### config.mk
export PLATFORM = sky130hd
export DESIGN_NAME = rotary_dial_combination_lock_core
export DESIGN_NICKNAME = d
export VERILOG_FILES = /design/src/rtl/core/rdcl_pkg.sv /design/src/rtl/core/rdcl_mod_unit.sv /design/src/rtl/core/rdcl_datapath.sv /design/src/rtl/core/rdcl_ctrl.sv /design/src/rtl/core/rotary_dial_combination_lock_core.sv
export SDC_FILE = /design/constraint.sdc
export NUM_CORES = 1
export LEC_CHECK = 0
export BUFFER_PORTS_ARGS = -buffer_cell sky130_fd_sc_hd__buf_4
export CORE_MARGIN = 5
export CORE_UTILIZATION = 60
export DETAILED_ROUTE_END_ITERATION = 8
export PLACE_DENSITY = 0.79
export SYNTH_ARGS = -nofsm -noshare
export SYNTH_HDL_FRONTEND = slang
export SYNTH_SLANG_ARGS = --single-unit
export TNS_END_PERCENT = 20
### constraint.sdc
create_clock -name clock -period 4.88 [get_ports clock]
set_input_delay 0.244 -clock clock [delete_from_list [all_inputs] [get_ports clock]]
set_output_delay 0.244 -clock clock [all_outputs]
set_load 0.01 [all_outputs]
### src/rtl/core/rdcl_pkg.sv
package rdcl_pkg;

   // Fixed geometry of the lock.
   localparam int CODE_DIGITS = 3;
   localparam int DIGIT_W     = 8;
   localparam int DIAL_W      = 9;
   localparam int TICK_W      = 16;
   localparam int CSR_INDEX_W = 3;
   localparam int CSR_DATA_W  = 16;

   // Remainder unit: the dividend is at most 511, the remainder stays below 256.
   localparam int MOD_DIVIDEND_W = 9;
   localparam int MOD_REM_W      = 8;
   localparam int MOD_STEPS      = MOD_DIVIDEND_W;
   localparam int MOD_COUNT_W    = $clog2(MOD_STEPS);

   // Dial size limits.
   localparam logic [DIAL_W-1:0] DIAL_MIN = DIAL_W'(2);
   localparam logic [DIAL_W-1:0] DIAL_MAX = DIAL_W'(256);

   // Register reset values.
   localparam logic [DIAL_W-1:0] DIAL_POSITIONS_RESET = DIAL_W'(100);
   localparam logic [TICK_W-1:0] STOP_TICKS_RESET     = TICK_W'(1000);
   localparam logic [TICK_W-1:0] LOCKOUT_FIRST_RESET  = TICK_W'(1000);
   localparam logic [TICK_W-1:0] LOCKOUT_SECOND_RESET = TICK_W'(5000);
   localparam logic [TICK_W-1:0] LOCKOUT_THIRD_RESET  = TICK_W'(30000);

   localparam logic [DIGIT_W-1:0] FAILURES_MAX = '1;
   localparam logic [TICK_W-1:0]  REST_MAX     = '1;

   typedef enum logic [1:0] {
      CMD_MOVE     = 2'd0,
      CMD_TICK     = 2'd1,
      CMD_ABANDON  = 2'd2,
      CMD_SET_CODE = 2'd3
   } cmd_type;

   typedef enum logic [2:0] {
      PH_DIGIT1  = 3'd0,
      PH_DIGIT2  = 3'd1,
      PH_DIGIT3  = 3'd2,
      PH_OPEN    = 3'd3,
      PH_SUCCESS = 3'd4,
      PH_FAILED  = 3'd5
   } phase_type;

   typedef enum logic [1:0] {
      MODE_VERIFY  = 2'd0,
      MODE_NEW     = 2'd1,
      MODE_CONFIRM = 2'd2
   } mode_type;

   typedef enum logic [CSR_INDEX_W-1:0] {
      CSR_DIAL_POSITIONS = 3'd0,
      CSR_STOP_TICKS     = 3'd1,
      CSR_LOCKOUT_FIRST  = 3'd2,
      CSR_LOCKOUT_SECOND = 3'd3,
      CSR_LOCKOUT_THIRD  = 3'd4
   } csr_index_type;

   typedef logic [CODE_DIGITS-1:0][DIGIT_W-1:0] code_type;

   // Commands from the controller to the datapath.
   typedef struct packed {
      logic capture;
      logic exec;
      logic mod_start;
      logic mod_sel_pos;
      logic pos_commit;
      logic publish;
   } dp_cmd_type;

   // Status from the datapath to the controller.
   typedef struct packed {
      logic turn;
      logic mod_busy;
      logic out_free;
   } dp_status_type;

endpackage

### src/rtl/core/rdcl_mod_unit.sv
module rdcl_mod_unit
   import rdcl_pkg::*;
(
   input  logic                      clock,
   input  logic                      reset,
   input  logic                      start,
   input  logic [MOD_DIVIDEND_W-1:0] dividend,
   input  logic [DIAL_W-1:0]         divisor,
   output logic                      busy,
   output logic [MOD_REM_W-1:0]      remainder
);

   logic                      busy_ff, busy_in;
   logic [MOD_COUNT_W-1:0]    count_ff, count_in;
   logic [MOD_DIVIDEND_W-1:0] shift_ff, shift_in;
   logic [MOD_REM_W-1:0]      rem_ff, rem_in;
   logic [MOD_REM_W:0]        trial;

   // One restoring step per cycle, most significant dividend bit first.
   always_comb begin
      trial    = {rem_ff, shift_ff[MOD_DIVIDEND_W-1]};
      busy_in  = busy_ff;
      count_in = count_ff;
      shift_in = shift_ff;
      rem_in   = rem_ff;
      if (start) begin
         busy_in  = 1'b1;
         count_in = '0;
         shift_in = dividend;
         rem_in   = '0;
      end else if (busy_ff) begin
         shift_in = shift_ff << 1;
         count_in = count_ff + MOD_COUNT_W'(1);
         if ((MOD_REM_W + 1)'(trial) >= (MOD_REM_W + 1)'(divisor)) begin
            rem_in = MOD_REM_W'(trial - (MOD_REM_W + 1)'(divisor));
         end else begin
            rem_in = MOD_REM_W'(trial);
         end
         if (count_ff == MOD_COUNT_W'(MOD_STEPS - 1)) begin
            busy_in = 1'b0;
         end
      end
   end

   // Control state.
   always_ff @(posedge clock) begin
      if (reset) begin
         busy_ff  <= 1'b0;
         count_ff <= '0;
      end else begin
         busy_ff  <= busy_in;
         count_ff <= count_in;
      end
   end

   // Working registers.
   always_ff @(posedge clock) begin
      shift_ff <= shift_in;
      rem_ff   <= rem_in;
   end

   assign busy      = busy_ff;
   assign remainder = rem_ff;

endmodule

### src/rtl/core/rdcl_datapath.sv
module rdcl_datapath
   import rdcl_pkg::*;
(
   input  logic                       clock,
   input  logic                       reset,
   input  dp_cmd_type                 cmd,
   output dp_status_type              status,
   input  logic [1:0]                 req_cmd,
   input  logic signed [DIGIT_W-1:0]  req_delta,
   input  logic                       csr_write,
   input  logic [CSR_INDEX_W-1:0]     csr_index,
   input  logic [CSR_DATA_W-1:0]      csr_data,
   input  logic                       rsp_ready,
   output logic                       rsp_valid,
   output logic [2:0]                 rsp_phase,
   output logic [1:0]                 rsp_mode,
   output logic [DIGIT_W-1:0]         rsp_position,
   output logic                       rsp_locked_out,
   output logic                       rsp_code_saved,
   output logic [DIGIT_W-1:0]         rsp_saved_first,
   output logic [DIGIT_W-1:0]         rsp_saved_second,
   output logic [DIGIT_W-1:0]         rsp_saved_third
);

   // Configuration registers.
   logic [DIAL_W-1:0] dial_positions_ff;
   logic [TICK_W-1:0] stop_ticks_ff, lockout_first_ff, lockout_second_ff, lockout_third_ff;

   // Latched request.
   cmd_type                     cmd_ff;
   logic signed [DIGIT_W-1:0]   delta_ff;

   // Lock state.
   logic [DIGIT_W-1:0] pos_ff, pos_in;
   phase_type          phase_ff, phase_in;
   mode_type           mode_ff, mode_in;
   logic               done_ff, done_in;
   logic               moved_ff, moved_in;
   logic [TICK_W-1:0]  rest_ff, rest_in;
   code_type           entered_ff, entered_in;
   code_type           pending_ff, pending_in;
   code_type           stored_ff, stored_in;
   logic [DIGIT_W-1:0] failures_ff, failures_in;
   logic [TICK_W-1:0]  lockout_ff, lockout_in;
   logic               saved_ff, saved_in;

   // Output register.
   logic               rsp_valid_ff;
   phase_type          rsp_phase_ff;
   mode_type           rsp_mode_ff;
   logic [DIGIT_W-1:0] rsp_position_ff;
   logic               rsp_locked_ff;
   logic               rsp_saved_ff;
   code_type           rsp_code_ff;

   // Helpers.
   logic                      locked;
   logic                      cw, ccw;
   logic [DIGIT_W-1:0]        magnitude;
   logic [DIAL_W-1:0]         dial_size;
   logic [MOD_DIVIDEND_W-1:0] wrap_sum;
   logic [MOD_DIVIDEND_W-1:0] mod_dividend;
   logic                      mod_busy;
   logic [MOD_REM_W-1:0]      mod_rem;
   logic [TICK_W-1:0]         rest_next;
   logic [DIGIT_W-1:0]        fail_next;

   assign locked    = (failures_ff != '0) && (lockout_ff != '0);
   assign cw        = (delta_ff != '0) && !delta_ff[DIGIT_W-1];
   assign ccw       = delta_ff[DIGIT_W-1];
   assign magnitude = ccw ? DIGIT_W'(-delta_ff) : DIGIT_W'(delta_ff);

   // Effective dial size, clamped to the legal range.
   always_comb begin
      priority if (dial_positions_ff < DIAL_MIN) begin
         dial_size = DIAL_MIN;
      end else if (dial_positions_ff > DIAL_MAX) begin
         dial_size = DIAL_MAX;
      end else begin
         dial_size = dial_positions_ff;
      end
   end

   // Second pass: old position plus or minus the reduced step count.
   assign wrap_sum = cw
      ? MOD_DIVIDEND_W'({1'b0, pos_ff}) + MOD_DIVIDEND_W'({1'b0, mod_rem})
      : MOD_DIVIDEND_W'({1'b0, pos_ff}) + MOD_DIVIDEND_W'(dial_size)
        - MOD_DIVIDEND_W'({1'b0, mod_rem});
   assign mod_dividend = cmd.mod_sel_pos ? wrap_sum : MOD_DIVIDEND_W'({1'b0, magnitude});

   rdcl_mod_unit u_mod (
      .clock     (clock),
      .reset     (reset),
      .start     (cmd.mod_start),
      .dividend  (mod_dividend),
      .divisor   (dial_size),
      .busy      (mod_busy),
      .remainder (mod_rem)
   );

   // Status toward the controller.
   always_comb begin
      status.mod_busy = mod_busy;
      status.out_free = !rsp_valid_ff || rsp_ready;
      status.turn     = (cmd_ff == CMD_MOVE) && !locked
                        && (((phase_ff == PH_DIGIT2) && ccw)
                            || (((phase_ff == PH_DIGIT1) || (phase_ff == PH_DIGIT3)) && cw));
   end

   assign rest_next = (rest_ff == REST_MAX) ? rest_ff : rest_ff + TICK_W'(1);
   assign fail_next = (failures_ff == FAILURES_MAX) ? failures_ff
                                                    : failures_ff + DIGIT_W'(1);

   // Next lock state for one executed request.
   always_comb begin
      pos_in      = pos_ff;
      phase_in    = phase_ff;
      mode_in     = mode_ff;
      done_in     = done_ff;
      moved_in    = moved_ff;
      rest_in     = rest_ff;
      entered_in  = entered_ff;
      pending_in  = pending_ff;
      stored_in   = stored_ff;
      failures_in = failures_ff;
      lockout_in  = lockout_ff;
      saved_in    = saved_ff;
      if (cmd.exec) begin
         saved_in = 1'b0;
         unique case (cmd_ff)
            CMD_MOVE: begin
               if (status.turn) begin
                  rest_in  = '0;
                  done_in  = 1'b0;
                  moved_in = 1'b1;
               end else if (!locked && (phase_ff == PH_OPEN) && ccw) begin
                  // Final move: act on the entry by mode.
                  priority if (mode_ff == MODE_VERIFY) begin
                     if (entered_ff == stored_ff) begin
                        phase_in = PH_SUCCESS;
                     end else begin
                        phase_in    = PH_FAILED;
                        failures_in = fail_next;
                        priority if (fail_next == DIGIT_W'(1)) begin
                           lockout_in = lockout_first_ff;
                        end else if (fail_next == DIGIT_W'(2)) begin
                           lockout_in = lockout_second_ff;
                        end else begin
                           lockout_in = lockout_third_ff;
                        end
                     end
                  end else if (mode_ff == MODE_NEW) begin
                     pending_in = entered_ff;
                     pos_in     = '0;
                     phase_in   = PH_DIGIT1;
                     mode_in    = MODE_CONFIRM;
                     done_in    = 1'b0;
                     moved_in   = 1'b0;
                     rest_in    = '0;
                     entered_in = '0;
                  end else begin
                     if (entered_ff == pending_ff) begin
                        stored_in = pending_ff;
                        phase_in  = PH_SUCCESS;
                        saved_in  = 1'b1;
                     end else begin
                        phase_in = PH_FAILED;
                     end
                  end
               end
            end
            CMD_TICK: begin
               if (lockout_ff != '0) begin
                  lockout_in = lockout_ff - TICK_W'(1);
               end
               // Rest timing confirms the current digit.
               if ((phase_ff < PH_OPEN) && !done_ff && moved_ff) begin
                  rest_in = rest_next;
                  if (rest_next >= stop_ticks_ff) begin
                     entered_in[phase_ff[1:0]] = pos_ff;
                     done_in  = 1'b1;
                     moved_in = 1'b0;
                     phase_in = phase_type'(phase_ff + 3'd1);
                  end
               end
            end
            CMD_ABANDON: begin
               pos_in     = '0;
               phase_in   = PH_DIGIT1;
               mode_in    = MODE_VERIFY;
               done_in    = 1'b0;
               moved_in   = 1'b0;
               rest_in    = '0;
               entered_in = '0;
            end
            CMD_SET_CODE: begin
               pos_in     = '0;
               phase_in   = PH_DIGIT1;
               mode_in    = MODE_NEW;
               done_in    = 1'b0;
               moved_in   = 1'b0;
               rest_in    = '0;
               entered_in = '0;
               pending_in = '0;
            end
         endcase
      end
      if (cmd.pos_commit) begin
         pos_in = mod_rem;
      end
   end

   // Lock state and configuration registers.
   always_ff @(posedge clock) begin
      if (reset) begin
         dial_positions_ff <= DIAL_POSITIONS_RESET;
         stop_ticks_ff     <= STOP_TICKS_RESET;
         lockout_first_ff  <= LOCKOUT_FIRST_RESET;
         lockout_second_ff <= LOCKOUT_SECOND_RESET;
         lockout_third_ff  <= LOCKOUT_THIRD_RESET;
         pos_ff            <= '0;
         phase_ff          <= PH_DIGIT1;
         mode_ff           <= MODE_VERIFY;
         done_ff           <= 1'b0;
         moved_ff          <= 1'b0;
         rest_ff           <= '0;
         entered_ff        <= '0;
         pending_ff        <= '0;
         stored_ff         <= '0;
         failures_ff       <= '0;
         lockout_ff        <= '0;
         saved_ff          <= 1'b0;
         rsp_valid_ff      <= 1'b0;
      end else begin
         if (csr_write) begin
            case (csr_index)
               CSR_DIAL_POSITIONS: dial_positions_ff <= csr_data[DIAL_W-1:0];
               CSR_STOP_TICKS:     stop_ticks_ff     <= csr_data[TICK_W-1:0];
               CSR_LOCKOUT_FIRST:  lockout_first_ff  <= csr_data[TICK_W-1:0];
               CSR_LOCKOUT_SECOND: lockout_second_ff <= csr_data[TICK_W-1:0];
               CSR_LOCKOUT_THIRD:  lockout_third_ff  <= csr_data[TICK_W-1:0];
               default: ;
            endcase
         end
         pos_ff      <= pos_in;
         phase_ff    <= phase_in;
         mode_ff     <= mode_in;
         done_ff     <= done_in;
         moved_ff    <= moved_in;
         rest_ff     <= rest_in;
         entered_ff  <= entered_in;
         pending_ff  <= pending_in;
         stored_ff   <= stored_in;
         failures_ff <= failures_in;
         lockout_ff  <= lockout_in;
         saved_ff    <= saved_in;
         if (cmd.publish) begin
            rsp_valid_ff <= 1'b1;
         end else if (rsp_ready) begin
            rsp_valid_ff <= 1'b0;
         end
      end
   end

   // Request latch and response payload.
   always_ff @(posedge clock) begin
      if (cmd.capture) begin
         cmd_ff   <= cmd_type'(req_cmd);
         delta_ff <= req_delta;
      end
      if (cmd.publish) begin
         rsp_phase_ff    <= phase_ff;
         rsp_mode_ff     <= mode_ff;
         rsp_position_ff <= pos_ff;
         rsp_locked_ff   <= locked;
         rsp_saved_ff    <= saved_ff;
         rsp_code_ff     <= stored_ff;
      end
   end

   assign rsp_valid        = rsp_valid_ff;
   assign rsp_phase        = rsp_phase_ff;
   assign rsp_mode         = rsp_mode_ff;
   assign rsp_position     = rsp_position_ff;
   assign rsp_locked_out   = rsp_locked_ff;
   assign rsp_code_saved   = rsp_saved_ff;
   assign rsp_saved_first  = rsp_code_ff[0];
   assign rsp_saved_second = rsp_code_ff[1];
   assign rsp_saved_third  = rsp_code_ff[2];

endmodule

### src/rtl/core/rdcl_ctrl.sv
module rdcl_ctrl
   import rdcl_pkg::*;
(
   input  logic          clock,
   input  logic          reset,
   input  logic          req_valid,
   output logic          req_ready,
   input  dp_status_type status,
   output dp_cmd_type    cmd
);

   typedef enum logic [2:0] {
      ST_IDLE,
      ST_EXEC,
      ST_MOD_STEPS,
      ST_MOD_POSITION,
      ST_PUBLISH
   } state_type;

   state_type state_ff, state_in;

   // Command decode and next state.
   always_comb begin
      state_in  = state_ff;
      cmd       = '0;
      req_ready = 1'b0;
      unique case (state_ff)
         ST_IDLE: begin
            req_ready = 1'b1;
            if (req_valid) begin
               cmd.capture = 1'b1;
               state_in    = ST_EXEC;
            end
         end
         ST_EXEC: begin
            cmd.exec = 1'b1;
            if (status.turn) begin
               cmd.mod_start = 1'b1;
               state_in      = ST_MOD_STEPS;
            end else begin
               state_in = ST_PUBLISH;
            end
         end
         ST_MOD_STEPS: begin
            if (!status.mod_busy) begin
               cmd.mod_start   = 1'b1;
               cmd.mod_sel_pos = 1'b1;
               state_in        = ST_MOD_POSITION;
            end
         end
         ST_MOD_POSITION: begin
            if (!status.mod_busy) begin
               cmd.pos_commit = 1'b1;
               state_in       = ST_PUBLISH;
            end
         end
         ST_PUBLISH: begin
            if (status.out_free) begin
               cmd.publish = 1'b1;
               state_in    = ST_IDLE;
            end
         end
         default: state_in = ST_IDLE;
      endcase
   end

   always_ff @(posedge clock) begin
      if (reset) begin
         state_ff <= ST_IDLE;
      end else begin
         state_ff <= state_in;
      end
   end

endmodule

### src/rtl/core/rotary_dial_combination_lock_core.sv
// Ticks, abandon, set-code and moves that leave the dial alone pass from the idle state
// through execute to publish; a move that turns the dial also spends two passes in the
// bit-serial remainder unit, one reducing the step count and one wrapping the dial position.
// One request is in work at a time; the next request is taken once the last is published.
// A stalled response delays the next publish.
// Reset is synchronous and active high; it restores the default register values
// and the idle lock state.
module rotary_dial_combination_lock_core
   import rdcl_pkg::*;
(
   input  logic                      clock,
   input  logic                      reset,
   input  logic                      req_valid,
   output logic                      req_ready,
   input  logic [1:0]                req_cmd,
   input  logic signed [DIGIT_W-1:0] req_delta,
   output logic                      rsp_valid,
   input  logic                      rsp_ready,
   output logic [2:0]                rsp_phase,
   output logic [1:0]                rsp_mode,
   output logic [DIGIT_W-1:0]        rsp_position,
   output logic                      rsp_locked_out,
   output logic                      rsp_code_saved,
   output logic [DIGIT_W-1:0]        rsp_saved_first,
   output logic [DIGIT_W-1:0]        rsp_saved_second,
   output logic [DIGIT_W-1:0]        rsp_saved_third,
   input  logic                      csr_valid,
   output logic                      csr_ready,
   input  logic [CSR_INDEX_W-1:0]    csr_index,
   input  logic [CSR_DATA_W-1:0]     csr_data
);

   dp_cmd_type    dp_cmd;
   dp_status_type dp_status;

   // Register writes are always taken.
   assign csr_ready = 1'b1;

   rdcl_ctrl u_ctrl (
      .clock     (clock),
      .reset     (reset),
      .req_valid (req_valid),
      .req_ready (req_ready),
      .status    (dp_status),
      .cmd       (dp_cmd)
   );

   rdcl_datapath u_datapath (
      .clock            (clock),
      .reset            (reset),
      .cmd              (dp_cmd),
      .status           (dp_status),
      .req_cmd          (req_cmd),
      .req_delta        (req_delta),
      .csr_write        (csr_valid),
      .csr_index        (csr_index),
      .csr_data         (csr_data),
      .rsp_ready        (rsp_ready),
      .rsp_valid        (rsp_valid),
      .rsp_phase        (rsp_phase),
      .rsp_mode         (rsp_mode),
      .rsp_position     (rsp_position),
      .rsp_locked_out   (rsp_locked_out),
      .rsp_code_saved   (rsp_code_saved),
      .rsp_saved_first  (rsp_saved_first),
      .rsp_saved_second (rsp_saved_second),
      .rsp_saved_third  (rsp_saved_third)
   );

endmodule

After elaboration in Yosys (flattened, before gate mapping)
Index checks and enable logic that the tools add are counted.
{"block": "word_totals", "ff_bits": 276, "input_bits": 34, "output_inout_bits": 42}
{"block": "classes", "addsub": 10, "magnitude_cmp": 7, "n_eq_ne": 42, "n_mux": 100, "bitwise": 4, "n_reduce_logical": 51}
{"cell": "$mux 24", "count": 10}
{"cell": "$mux 16", "count": 13}
{"cell": "$mux 8", "count": 10}
{"cell": "$pmux 24 s3", "count": 1}
{"cell": "$mux 9", "count": 6}
{"cell": "$eq 24x24->1", "count": 2}
{"cell": "$pmux 16 s3", "count": 1}
{"cell": "$pmux 24 s2", "count": 1}
{"cell": "$mux 3", "count": 11}
{"cell": "$mux 1", "count": 32}
{"cell": "$pmux 16 s2", "count": 1}
{"cell": "$reduce_and 6->1", "count": 5}
{"cell": "$bwmux 24", "count": 1}
{"cell": "$ne 3x3->1 const B", "count": 7}
{"cell": "$reduce_and 7->1", "count": 3}
{"cell": "$ne 2x2->1 const B", "count": 10}
{"cell": "$eq 3x2->1 const B", "count": 6}
{"cell": "$add 16x1->16 const B", "count": 1}
{"cell": "$demux 8 s2", "count": 1}
{"cell": "$eq 16x16->1 const B", "count": 1}
{"cell": "$ge 16x16->1", "count": 1}
{"cell": "$pmux 8 s2", "count": 1}
{"cell": "$reduce_bool 16->1", "count": 1}
{"cell": "$reduce_bool 8->1", "count": 2}
{"cell": "other kinds (42)", "count": 86}

Logic depth before layout (Yosys ltp)
Gate-level depths: netlist of run 1.
{"block": "logic_depth", "depth_word": 10, "depth_mapped": 15, "depth_no_buf": 14}

Cells and area by module
A second synthesis of run 1 with hierarchy kept.
{"block": "hier_totals", "cells_unflattened": 1629, "hier_area_um2": 14274.9}
{"module": "rdcl_datapath", "n_inst": 1, "cells_each": 1439, "area_each_um2": 12585.8, "seq_area_each_um2": 5515.3}
{"module": "rdcl_mod_unit", "n_inst": 1, "cells_each": 158, "area_each_um2": 1460.2, "seq_area_each_um2": 530.5}
{"module": "rdcl_ctrl", "n_inst": 1, "cells_each": 30, "area_each_um2": 217.7, "seq_area_each_um2": 60.1}
{"module": "rotary_dial_combination_lock_core", "n_inst": 1, "cells_each": 2, "area_each_um2": 11.3, "seq_area_each_um2": 0.0}

Worst setup path after synthesis of run 1
No wires, ideal clock.
{"block": "synth_path", "path_type": "flip-flop to flip-flop", "from": "reg u_datapath.rest_ff[3]", "to": "reg u_datapath.entered_ff[14] (netlist name)", "setup_time_ps": 74, "t_arrival_ps": 3579, "path_slack_ps": 1227, "path_stages_with_launch": 16, "n_path_buf": 2, "period_less_slack_ps": 3653, "cell_sequence": "dfxtp_1 -> buf_2 -> nand4_1 -> nor4_2 -> a21oi_1 -> and3_1 -> xor2_1 -> ha_1 -> a21o_1 -> a21oi_1 -> a211oi_1 -> a2111oi_0 -> a211oi_2 -> buf_6 -> a21oi_4 -> o2bb2ai_1"}
{"block": "synth_between", "elab_chain_len": 5, "elab_cells_between_ends": 6, "cone_classes": "1 x add/sub; 1 x order compare; 2 x eq/ne; 1 x mux; 1 x reduce/logical"}
{"element": "start: declaration", "line": "rdcl_datapath.sv:39", "text": "logic [TICK_W-1:0] rest_ff, rest_in;"}
{"element": "start signal: assignment", "line": "rdcl_datapath.sv:250", "text": "rest_ff <= rest_in;"}
{"element": "$add 16x1->16 / $eq 16x16->1 (equally long branches)", "line": "rdcl_datapath.sv:110", "text": "assign rest_next = (rest_ff == REST_MAX) ? rest_ff : rest_ff + TICK_W'(1);"}
{"element": "$mux 16 *", "line": "rdcl_datapath.sv:110"}
{"element": "$ge 16x16->1 *", "line": "rdcl_datapath.sv:179", "text": "if (rest_next >= stop_ticks_ff) begin"}
{"element": "$ne 2x1->1 (no line) *"}
{"element": "$reduce_and 7->1 (no line) *"}
{"element": "end signal: assignment", "line": "rdcl_datapath.sv:251", "text": "entered_ff <= entered_in;"}
{"element": "end: declaration", "line": "rdcl_datapath.sv:40", "text": "code_type entered_ff, entered_in;"}
Every way passes the cells marked *; elsewhere a longest branch is shown, timed or not.
A chain may end at the register's enable or synchronous reset.

Worst setup path after layout of run 1
{"block": "layout_path", "from": "reg u_datapath.rest_ff[3]", "to": "reg u_datapath.entered_ff[1] (netlist name)"}
The elaborated chain is that of the path after synthesis.

==> flow_summary.ini, run 1 <==
[synth]
ys_types = 82
ys_seq_area_share_pct = 44.2
syn_avg_cell_area_um2 = 8.77
async_flop_share_pct = 0
synthCells = 1574
ys_seq_elements = 276
synth_edf_count = 58
synth_top_area_share_pct = 31.6
yosysWarnings = 0
synth_flop_cell = dfxtp_1
synth.area.top_cells = dfxtp_1, edfxtp_1, nand2_1, a21oi_1, ha_1
syn_area_mm2 = 0.0138
synth_largest_area_cell = dfxtp_1
synth_nets = 1673

[final_layout]
n_antenna_cell = 0
drive_above_1_share_pct = 9.83
final_nets = 1737
final_cell_mix = nand2_1, dfxtp_1, a21oi_1, nor2_1, nand3_1
fillers = 1755
layout_commonest_cell = nand2_1
final_util_pct = 70.0
syn_to_final_growth_pct = 14.7
multi_input_area_mm2 = 0.00712
ff_latch_area_mm2 = 0.00611
design_area_mm2 = 0.0158

[floorplan]
core_mm2 = 0.0226
chipHeight_um = 162
dieArea_mm2 = 0.0261
ios = 76
rows = 55
fp.dieW_um = 162
start_util_pct = 61.0

[power_and_ir_drop]
power.leakage_uw = 0.00618
irDropWorstVdd_uv = 340
power_density_mw_per_mm2 = 382

[grt]
gr-total-overflow = 0
grt_first_pass_wirelength_um = 56300
antenna_found_initial = 0
grt_pass1_vias = 10800
grt_start_max_net_pins = 73
grt.total_usage_pct = 25.9

[placed_design]
placed_cell_area_mm2 = 0.0145
hpwl_um = 23600
dp_slack_ns = 0.487
place.gp.congestion = 0.892
portBuffers = 74

[sta]
final.min_clock_period_ns = 4.44
whs_ns = 0.0505
finalMaxSlewViolations = 0
worstMarginPinSlew_ns = 1.12
tns_ns = 0
rsz0062_at_grt = false
max_freq_mhz = 225
relSlewSlack_pct = 25.1
skew_ns = 0.0294
period_share_pct = 91.0
fin_ws_ns = 0.439
setup_viol_count_final = 0
finalHoldViolations = 0

[detailed_routing]
first_iter_violations = 986
num_vias = 11700
totalWireLength_um = 34900
avgViaCountPerCell = 6.03
ant_nets = 0
drt_pass1_iterations = 5
drc = 0
wl_per_cell_um = 18.0

[critical_path]
rr_startpoint = u_datapath.rest_ff[3]$_SDFFE_PP0P_
worst-setup-path-type = reg2reg
critPathCaptureType = flip-flop
cp.required_ns = 5.37
startpoint_type = flip-flop
startpoint = u_datapath.rest_ff[3]$_SDFFE_PP0P_
crit_fanout = 14
arrival_ns = 4.93

[run_status]
status = finished clean

[clock_tree]
clk_path_buf_depth = 3
post_cts_resized = 0
cts_tree = yes
clock-root-buffer = clkbuf_16
numCtsBuffers = 28
htreeDepth = 1
clkSinkCount = 276
clock_latency_ns = 0.57
clk_pin_slew_worst_paths_ns = 0.06

[flow_run]
cap_viol_max_count = 0

[min_path]
hp-class = in2reg
hold_path_startpoint = rsp_ready
cells by family (layout without fill, tap and decap cells):
family                     Yosys count  count (layout)  share of synthesized area (%)
buffers and inverters              145             230                           4.32
AOI/OAI and AO/OA                  365             365                           16.2
DFF                                276             276                           44.2
adders and majority gates           65              65                           6.44
muxes                               53              53                           3.87
other                                1               1                         0.0272
xor gates and xnor gates            81              81                           5.14
and+or+nand+nor                    588             588                           19.8
cells in the mapped netlist (4+ instances only):
cell type	n
nand2_1	266
dfxtp_1	218
a21oi_1	171
nor2_1	103
nand3_1	90
inv_1	64
clkbuf_1	59
edfxtp_1	58
o21ai_0	58
ha_1	55
mux2i_1	50
xor2_1	42
xnor2_1	39
nor3_1	28
o2bb2ai_1	24
o211ai_1	18
nor2b_1	14
a31oi_1	13
nand4_1	12
nor4_1	12
a21o_1	11
and3_1	11
o21a_1	11
fa_1	10
buf_2	9
o21ai_1	9
or3_1	8
a211oi_1	6
o32ai_1	6
nand2b_1	5
o31ai_1	5
or4_1	5
and2_1	4
and4_1	4
buf_1	4
registers in the layout, indices dropped and copies added, names as in the netlist, 4 cells and up, named ones only:
register	flops
u_datapath.pos_ff	8
u_datapath.rsp_saved_second	8
u_datapath.u_mod.shift_ff	9
u_datapath.pending_ff	24
u_datapath.failures_ff	7
u_datapath.stored_ff	24
u_datapath.stop_ticks_ff	16
u_datapath.rsp_saved_first	8
u_datapath.lockout_ff	16
u_datapath.lockout_third_ff	16
u_datapath.u_mod.count_ff	4
u_datapath.lockout_first_ff	16
u_datapath.rest_ff	16
u_datapath.entered_ff	24
u_datapath.lockout_second_ff	16
u_datapath.u_mod.remainder	8
u_datapath.dial_positions_ff	9
u_datapath.rsp_position	8
u_datapath.delta_ff	8
u_datapath.rsp_saved_third	8
per-layer routing:
metal  global-route usage (%)  routed length (um)  up-vias
met5                        0                   0        -
met4                     6.65                 799        0
met3                     3.48                2210       63
met2                     43.3               16700      425
met1                     35.8               15300     5573
li1                         -                   -     5660
metrics by stage:
| step | power [uW] | std cells |
|---|---|---|
| 6_report | 6060 | 1944 |
| 5_1_grt | 6330 | 1944 |
| 3_3_place_gp | 3520 | 1867 |
| 2_1_floorplan | 3290 | 1574 |
| 3_5_place_dp | 3540 | 1867 |
| 4_1_cts | 6070 | 1944 |
path summary, 6_finish.rpt:
check                                                       to  slack, ns  depth (start not counted)
setup / recovery         u_datapath.entered_ff[1]$_SDFFE_PP0P_       0.44                         14
hold / removal                 u_ctrl.state_ff[2]$_SDFFE_PP0P_       0.05                          4
setup reg to reg         u_datapath.entered_ff[1]$_SDFFE_PP0P_       0.44                         14
hold reg to reg   u_datapath.lockout_first_ff[12]$_SDFFE_PP0P_       0.45                          2
final cells by class:
| type | instances | share of cell area (%) |
|---|---|---|
| flip-flops and latches | 276 | 38.6 |
| inverters | 67 | 1.59 |
| repair buffers | 112 | 5.72 |
| multi-input cells | 1153 | 44.9 |
| well taps | 285 | 2.25 |
| clock buffers | 34 | 4.83 |
| clock inverters | 17 | 2.13 |
report_power, final:
group / leakage, uW / internal (uW) / switching [uW] / total [uW]
Combinational: 0.00334 / 427 / 590 / 1020
Clock: 0.000539 / 1590 / 934 / 2530
Sequential: 0.00231 / 2400 / 111 / 2510
Total: 0.00618 / 4420 / 1630 / 6060
critical path, stage by stage (launching register included):
cell and delay, ns:
dfxtp_1 0.46, nand4_1 0.22, nor4_2 0.64, a21oi_1 0.35, and3_1 0.29, xor2_1 0.15
ha_1 0.32, a21o_1 0.18, a21oi_1 0.14, a211oi_1 0.08, a2111oi_0 0.62, a211oi_2 0.15
buf_4 0.23, a21oi_2 0.36, o2bb2ai_1 0.17
timing repair:
item / CTS / global route
hold buffers: 26 / 0
hold endpoints to repair: 75 / 0
buffers inserted: 0 / 0
No activity file was read; power rests on OpenSTA's default activity.
==> inputs of run 2 (changes only) <==
--- a/config.mk
+++ b/config.mk
@@ -9,8 +9,9 @@
 export CORE_MARGIN = 5
 export CORE_UTILIZATION = 60
 export DETAILED_ROUTE_END_ITERATION = 8
-export PLACE_DENSITY = 0.79
+export PLACE_DENSITY = 0.78
 export SYNTH_ARGS = -nofsm -noshare
 export SYNTH_HDL_FRONTEND = slang
+export SYNTH_HIERARCHICAL = 1
 export SYNTH_SLANG_ARGS = --single-unit
 export TNS_END_PERCENT = 20
==> run 2 against run 1 <==
- first-iteration DRC count rose by 11%
- die area rose by 3.2%
- sequential power barely moved
- clock-buffer cell count rose by 4
- area after synthesis rose by 3.4%
- critical endpoint is now u_datapath/entered_ff[15]$_SDFFE_PP0P_
==> flow_summary.ini, run 2 <==
[synth]
synth_largest_area_cell = dfxtp_1
synth_top_area_share_pct = 30.6
synthCells = 1629
syn_area_mm2 = 0.0143
syn_avg_cell_area_um2 = 8.76
ys_seq_area_share_pct = 42.8
synth.area.top_cells = dfxtp_1, edfxtp_1, nand2_1, ha_1, a21oi_1
async_flop_share_pct = 0
synth_nets = 1735
yosysWarnings = 6
netlist_top_cells_count = nand2_1, dfxtp_1, a21oi_1
synth_edf_count = 58
synth_flop_cell = dfxtp_1
ys_seq_elements = 276
ys_types = 83
synthMostInstantiatedCell = nand2_1

[critical_path]
path_cells = ha_1 > nand2_1 > or4_1 > nor3_1 > buf_4 > mux2_2 > ha_1 > nand2_1 > o21ai_0 > a221oi_1 > o311a_1 > nor3_1 > a21oi_1 > a22o_1
cp.required_ns = 5.33
crit_fanout = 11
slowest_delay_ns = 0.56
worst_path_max_delay_cell = nor3_1
arrival_ns = 4.93
timing.rr.end = u_datapath/entered_ff[15]$_SDFFE_PP0P_
r2r_cells = 14
critPathCaptureType = flip-flop
rr_startpoint = u_datapath/rest_ff[0]$_SDFFE_PP0P_
worst-setup-path-type = reg2reg
reg2reg_slack_ns = 0.40
startpoint_type = flip-flop

[power_and_ir_drop]
power_density_mw_per_mm2 = 370
irDropWorstVdd_uv = 386
power.leakage_uw = 0.00658

[detailed_routing]
wl_per_cell_um = 17.7
avgViaCountPerCell = 5.91
totalWireLength_um = 36200
num_vias = 12100
drc = 0
ant_nets = 0
drt_pass1_iterations = 6
first_iter_violations = 1093

[run_status]
status = finished clean

[grt]
gr-usage-met3_pct = 3.21
grt_first_pass_wirelength_um = 58700
antenna_found_initial = 0
grt_pass1_vias = 11300
grt_busiest_layer = met2
grt_start_max_net_pins = 69
grt.total_usage_pct = 26.7
use_met2_pct = 44.1
gr-usage-met1_pct = 36.2
gr-total-overflow = 0

[floorplan]
ios = 76
start_util_pct = 60.8
chipHeight_um = 164
fp.dieW_um = 164
core_mm2 = 0.0235
dieArea_mm2 = 0.0270
rows = 56

[sta]
rsz0062_at_grt = false
worstMarginPinSlew_ns = 1.33
relSlewSlack_pct = 11.0
fin_ws_ns = 0.398
final.min_clock_period_ns = 4.48
period_share_pct = 91.8
finalMaxSlewViolations = 0
max_freq_mhz = 223
skew_ns = 0.0172
setup_viol_count_final = 0
tns_ns = 0
finalHoldViolations = 0

[final_layout]
fillers = 1839
drive_above_1_share_pct = 11.3
syn_to_final_growth_pct = 14.6
ff_latch_area_mm2 = 0.00611
top_regs = u_datapath/entered_ff x24, u_datapath/pending_ff x24, u_datapath/stored_ff x24
multi_input_area_mm2 = 0.00743
final_nets = 1806
layout_commonest_cell = nand2_1
final_cell_mix = nand2_1, dfxtp_1, a21oi_1, inv_1, nor2_1

[clock_tree]
clkSinkCount = 276
htreeDepth = 1
cts_tree = yes
clock_latency_ns = 0.56
post_cts_buffers = 0
clk_pin_slew_worst_paths_ns = 0.06
numCtsBuffers = 29
clk_path_buf_depth = 3
clock-root-buffer = clkbuf_16

[placed_design]
portBuffers = 74
dp_slack_ns = 0.456
hpwl_um = 24700
place.gp.congestion = 0.918

[min_path]
min_delay_worst_endpoint = u_datapath/rsp_valid$_SDFFE_PP0P_
min_path_cells = 3
hold_path_startpoint = rsp_ready
hp-class = in2reg

[flow_run]
cap_viol_max_count = 0
run 2: changes by cell type in the layout (fill, tap and decap cells not counted), moves of 17 or more:
cell      previous run  this run
inv_1               64       105
a22o_1               1        19
a21oi_1            171       152
nand2_1            266       242
nand2b_1             5        27
nand3_1             90        73
run 2: logic make-up (layout without fill, tap and decap cells):
logic type	count (synthesis)	count (layout)	share of synthesized area, %
muxes	50	50	3.62
adders and majority gates	72	72	6.84
AOI/OAI and AO/OA	370	370	16.8
buffers and inverters	186	280	5.29
other	1	2	0.0263
DFF	276	276	42.8
and+or+nand+nor	598	598	19.9
xor gates and xnor gates	76	76	4.66
run 2: timing repair:
action                     4_1_cts  5_1_grt
hold endpoints to repair        80        0
resized for setup                0        0
setup endpoints to repair        0        0
hold buffers                    27        0
run 2: worst max-delay path by stage:
stage,startpoint,to,slack [ns],cells past startpoint
after floorplan,u_datapath/rest_ff[0]$_SDFFE_PP0P_,u_datapath/phase_ff[1]$_SDFFE_PP0P_,0.96,14
after global placement,u_datapath/rest_ff[0]$_SDFFE_PP0P_,u_datapath/entered_ff[23]$_SDFFE_PP0P_,0.61,14
after detailed placement,u_datapath/rest_ff[0]$_SDFFE_PP0P_,u_datapath/entered_ff[23]$_SDFFE_PP0P_,0.46,14
after CTS,u_datapath/rest_ff[0]$_SDFFE_PP0P_,u_datapath/entered_ff[15]$_SDFFE_PP0P_,0.43,14
after global routing,u_datapath/rest_ff[0]$_SDFFE_PP0P_,u_datapath/entered_ff[15]$_SDFFE_PP0P_,0.07,14
final,u_datapath/rest_ff[0]$_SDFFE_PP0P_,u_datapath/entered_ff[15]$_SDFFE_PP0P_,0.40,14
run 2: cell type report:
cell class              instances  share of cell area, %
diodes                          1                 0.0153
clock buffers                  38                   5.41
clock inverters                16                   1.08
inverters                     107                   2.45
multi-input cells            1167                   45.4
flip-flops and latches        276                   37.3
well taps                     319                   2.44
repair buffers                119                   5.87
run 2: routing by layer:
| metal | up-vias | part of all wire, % |
|---|---|---|
| met4 | 0 | 3.4 |
| li1 | 5868 | - |
| met1 | 5685 | 43 |
| met5 | - | 0 |
| met3 | 81 | 5.9 |
| met2 | 430 | 48 |
run 2: stage by stage:
| step | total power, uW | util, % | area [um2] | instances | hold slack (ns) |
|---|---|---|---|---|---|
| 2_1_floorplan | 3370 | - | 14300 | 1629 | 0.316 |
| 3_3_place_gp | 3640 | 64.0 | 15000 | 1961 | 0.418 |
| 3_5_place_dp | 3670 | 64.0 | 15000 | 1961 | 0.424 |
| 4_1_cts | 6060 | 69.7 | 16400 | 2042 | 0.000677 |
| 5_1_grt | 6330 | 69.7 | 16400 | 2042 | 0.0302 |
| 6_report | 6050 | 69.7 | 16400 | 2043 | 0.0151 |
run 2: power breakdown:
| group | total [uW] | switching [uW] | leakage [uW] | internal [uW] |
|---|---|---|---|---|
| Combinational | 1130 | 667 | 0.00375 | 465 |
| Clock | 2390 | 945 | 0.000516 | 1440 |
| Sequential | 2530 | 125 | 0.00231 | 2410 |
| Total | 6050 | 1740 | 0.00658 | 4310 |
run 2: critical path, delay by kind of cell (launching register included):
family                     cells  cell delay [ns]
DFF                            1             0.40
buffers and inverters          1             0.24
muxes                          1             0.36
adders and majority gates      2             0.48
and+or+nand+nor                5             1.52
AOI/OAI and AO/OA              5             1.39
==> inputs of run 3 (changes only) <==
==> constraint.sdc (replaced) <==
create_clock -name clock -period 4.2 [get_ports clock]
set_input_delay 0.21 -clock clock [delete_from_list [all_inputs] [get_ports clock]]
set_output_delay 0.21 -clock clock [all_outputs]
set_load 0.01 [all_outputs]
==> run 3 against run 2 <==
- design area up 0.28%
- clock skew is 0.0045 ns lower
- global-route usage decreased by 0.10 points
- sequential share of layout area down 0.095 points
- wire length is 0.62% higher
- worst hold slack gained 0.028 ns
- first-iteration DRC count fell by 1.2%
- sequential power increased by 16%
- clock power up 14%
- via count increased by 1.1%
==> flow_summary.ini, run 3 (synthesis gave the netlist of run 2 again) <==
[clock_tree]
cts_tree = yes
htreeDepth = 1
clock-root-buffer = clkbuf_16
numCtsBuffers = 28
clk_pin_slew_worst_paths_ns = 0.06
clock_latency_ns = 0.55
clk_path_buf_depth = 3
clkSinkCount = 276

[critical_path]
crit_fanout = 10
worst-setup-path-type = reg2reg
startpoint_type = flip-flop
slowest_delay_ns = 0.64
cp_num_buf_inv = 1
cp.required_ns = 4.68
worst_path_max_delay_cell = or4b_2
path_cells = nand3_2 > or4_1 > nor3_1 > buf_4 > mux2_2 > ha_1 > nand2_1 > o21ai_0 > a221oi_1 > o311a_1 > or2_4 > or4b_2 > a21oi_1
arrival_ns = 4.55
critical-path-top-delay-family = simple AND/OR/NAND/NOR gates
rr_startpoint = u_datapath/rest_ff[3]$_SDFFE_PP0P_
startpoint = u_datapath/rest_ff[3]$_SDFFE_PP0P_
critPathCaptureType = flip-flop

[detailed_routing]
wl_per_cell_um = 17.8
num_vias = 12200
drc = 0
ant_nets = 0
avgViaCountPerCell = 5.95
totalWireLength_um = 36400
drt_pass1_iterations = 5
first_iter_violations = 1080

[final_layout]
final_cell_mix = nand2_1, dfxtp_1, a21oi_1, inv_1, nor2_1
layout_commonest_cell = nand2_1
top_regs = u_datapath/entered_ff x24, u_datapath/pending_ff x24, u_datapath/stored_ff x24
syn_to_final_growth_pct = 14.9
n_antenna_cell = 0
instances_no_fill = 2049
drive_above_1_share_pct = 11.7
fillers = 1810
final_nets = 1814

[power_and_ir_drop]
p_total_uw = 6980
irDropWorstVdd_uv = 347
power_density_mw_per_mm2 = 426
power.leakage_uw = 0.00659

[floorplan]
core_mm2 = 0.0235
chipHeight_um = 164
rows = 56
ios = 76
dieArea_mm2 = 0.0270
fp.dieW_um = 164
start_util_pct = 60.8

[grt]
gr-total-overflow = 0
grt_start_max_net_pins = 77
antenna_found_initial = 0
grt.total_usage_pct = 26.6
grt_first_pass_wirelength_um = 58900
grt_pass1_vias = 11500

[sta]
relSlewSlack_pct = 18.3
tns_ns = 0
worstMarginPinSlew_ns = 1.22
period_share_pct = 96.9
fin_ws_ns = 0.130
setup_viol_count_final = 0
max_freq_mhz = 246
rsz0062_at_grt = false
final.min_clock_period_ns = 4.07
skew_ns = 0.0127
finalMaxSlewViolations = 0
finalHoldViolations = 0

[min_path]
hold_path_startpoint = reset
hp-class = in2reg

[placed_design]
placed_cells = 1966
hpwl_um = 24800
portBuffers = 74
dp_slack_ns = 0.157
place.gp.congestion = 0.872

[run_status]
status = finished clean

[flow_run]
cap_viol_max_count = 0
==> run 3: changes by cell type in the layout (fill, tap and decap cells not counted), sizes merged, moves of 3 or more <==
cell,previous run,this run
buf,92,100
bufinv,3,7
clkbuf,38,31
clkinv,8,11
inv,109,106
==> run 3: cell type report <==
| type | instances | area (um2) | area share (%) |
|---|---|---|---|
| Clock buffer | 31 | 722 | 4.40 |
| Clock inverter | 21 | 297 | 1.81 |
| Inverter | 107 | 402 | 2.45 |
| Multi-Input combinational cell | 1167 | 7450 | 45.4 |
| Sequential cell | 276 | 6110 | 37.2 |
| Tap cell | 319 | 399 | 2.43 |
| Timing Repair Buffer | 128 | 1030 | 6.28 |
==> run 3: report_power, final <==
part	leakage, uW	switching [uW]	internal (uW)
Sequential	0.00231	129	2800
Combinational	0.00380	784	547
Clock	0.000487	1060	1670
Total	0.00659	1970	5010
==> run 3: stage by stage <==
step	instance area [um2]	util, %	hold slack (ns)
4_1_cts	16400	69.7	0.0146
2_1_floorplan	14300	-	0.282
5_1_grt	16400	69.9	0.0585
3_3_place_gp	15100	64.2	0.389
6_report	16400	69.9	0.0435
3_5_place_dp	15100	64.2	0.390
==> run 3: worst paths after layout <==
check                                                                     to  slack [ns]  cells after the start
worst max-delay path                     u_datapath/phase_ff[1]$_SDFFE_PP0P_        0.13                     13
worst min-delay path                        u_datapath/u_mod/busy$_SDFF_PP0_        0.04                      2
worst max register to register           u_datapath/phase_ff[1]$_SDFFE_PP0P_        0.13                     13
worst min register to register  u_datapath/lockout_first_ff[15]$_SDFFE_PP0P_        0.45                      2
==> run 3: repair_timing <==
action	4_1_cts	5_1_grt
resized for setup	0	6
hold buffers	28	0
endpoints found under the setup margin	0	25
setup buffers	0	3
hold endpoints to repair	85	0
==> run 3: layer usage <==
metal	global-route usage, %	part of all wire, %	vias to the layer above
li1	-	-	5873
met1	35.6	43	5807
met2	44.4	47	438
met3	3.46	6.9	79
met4	9.04	3.4	0
met5	0	0	-
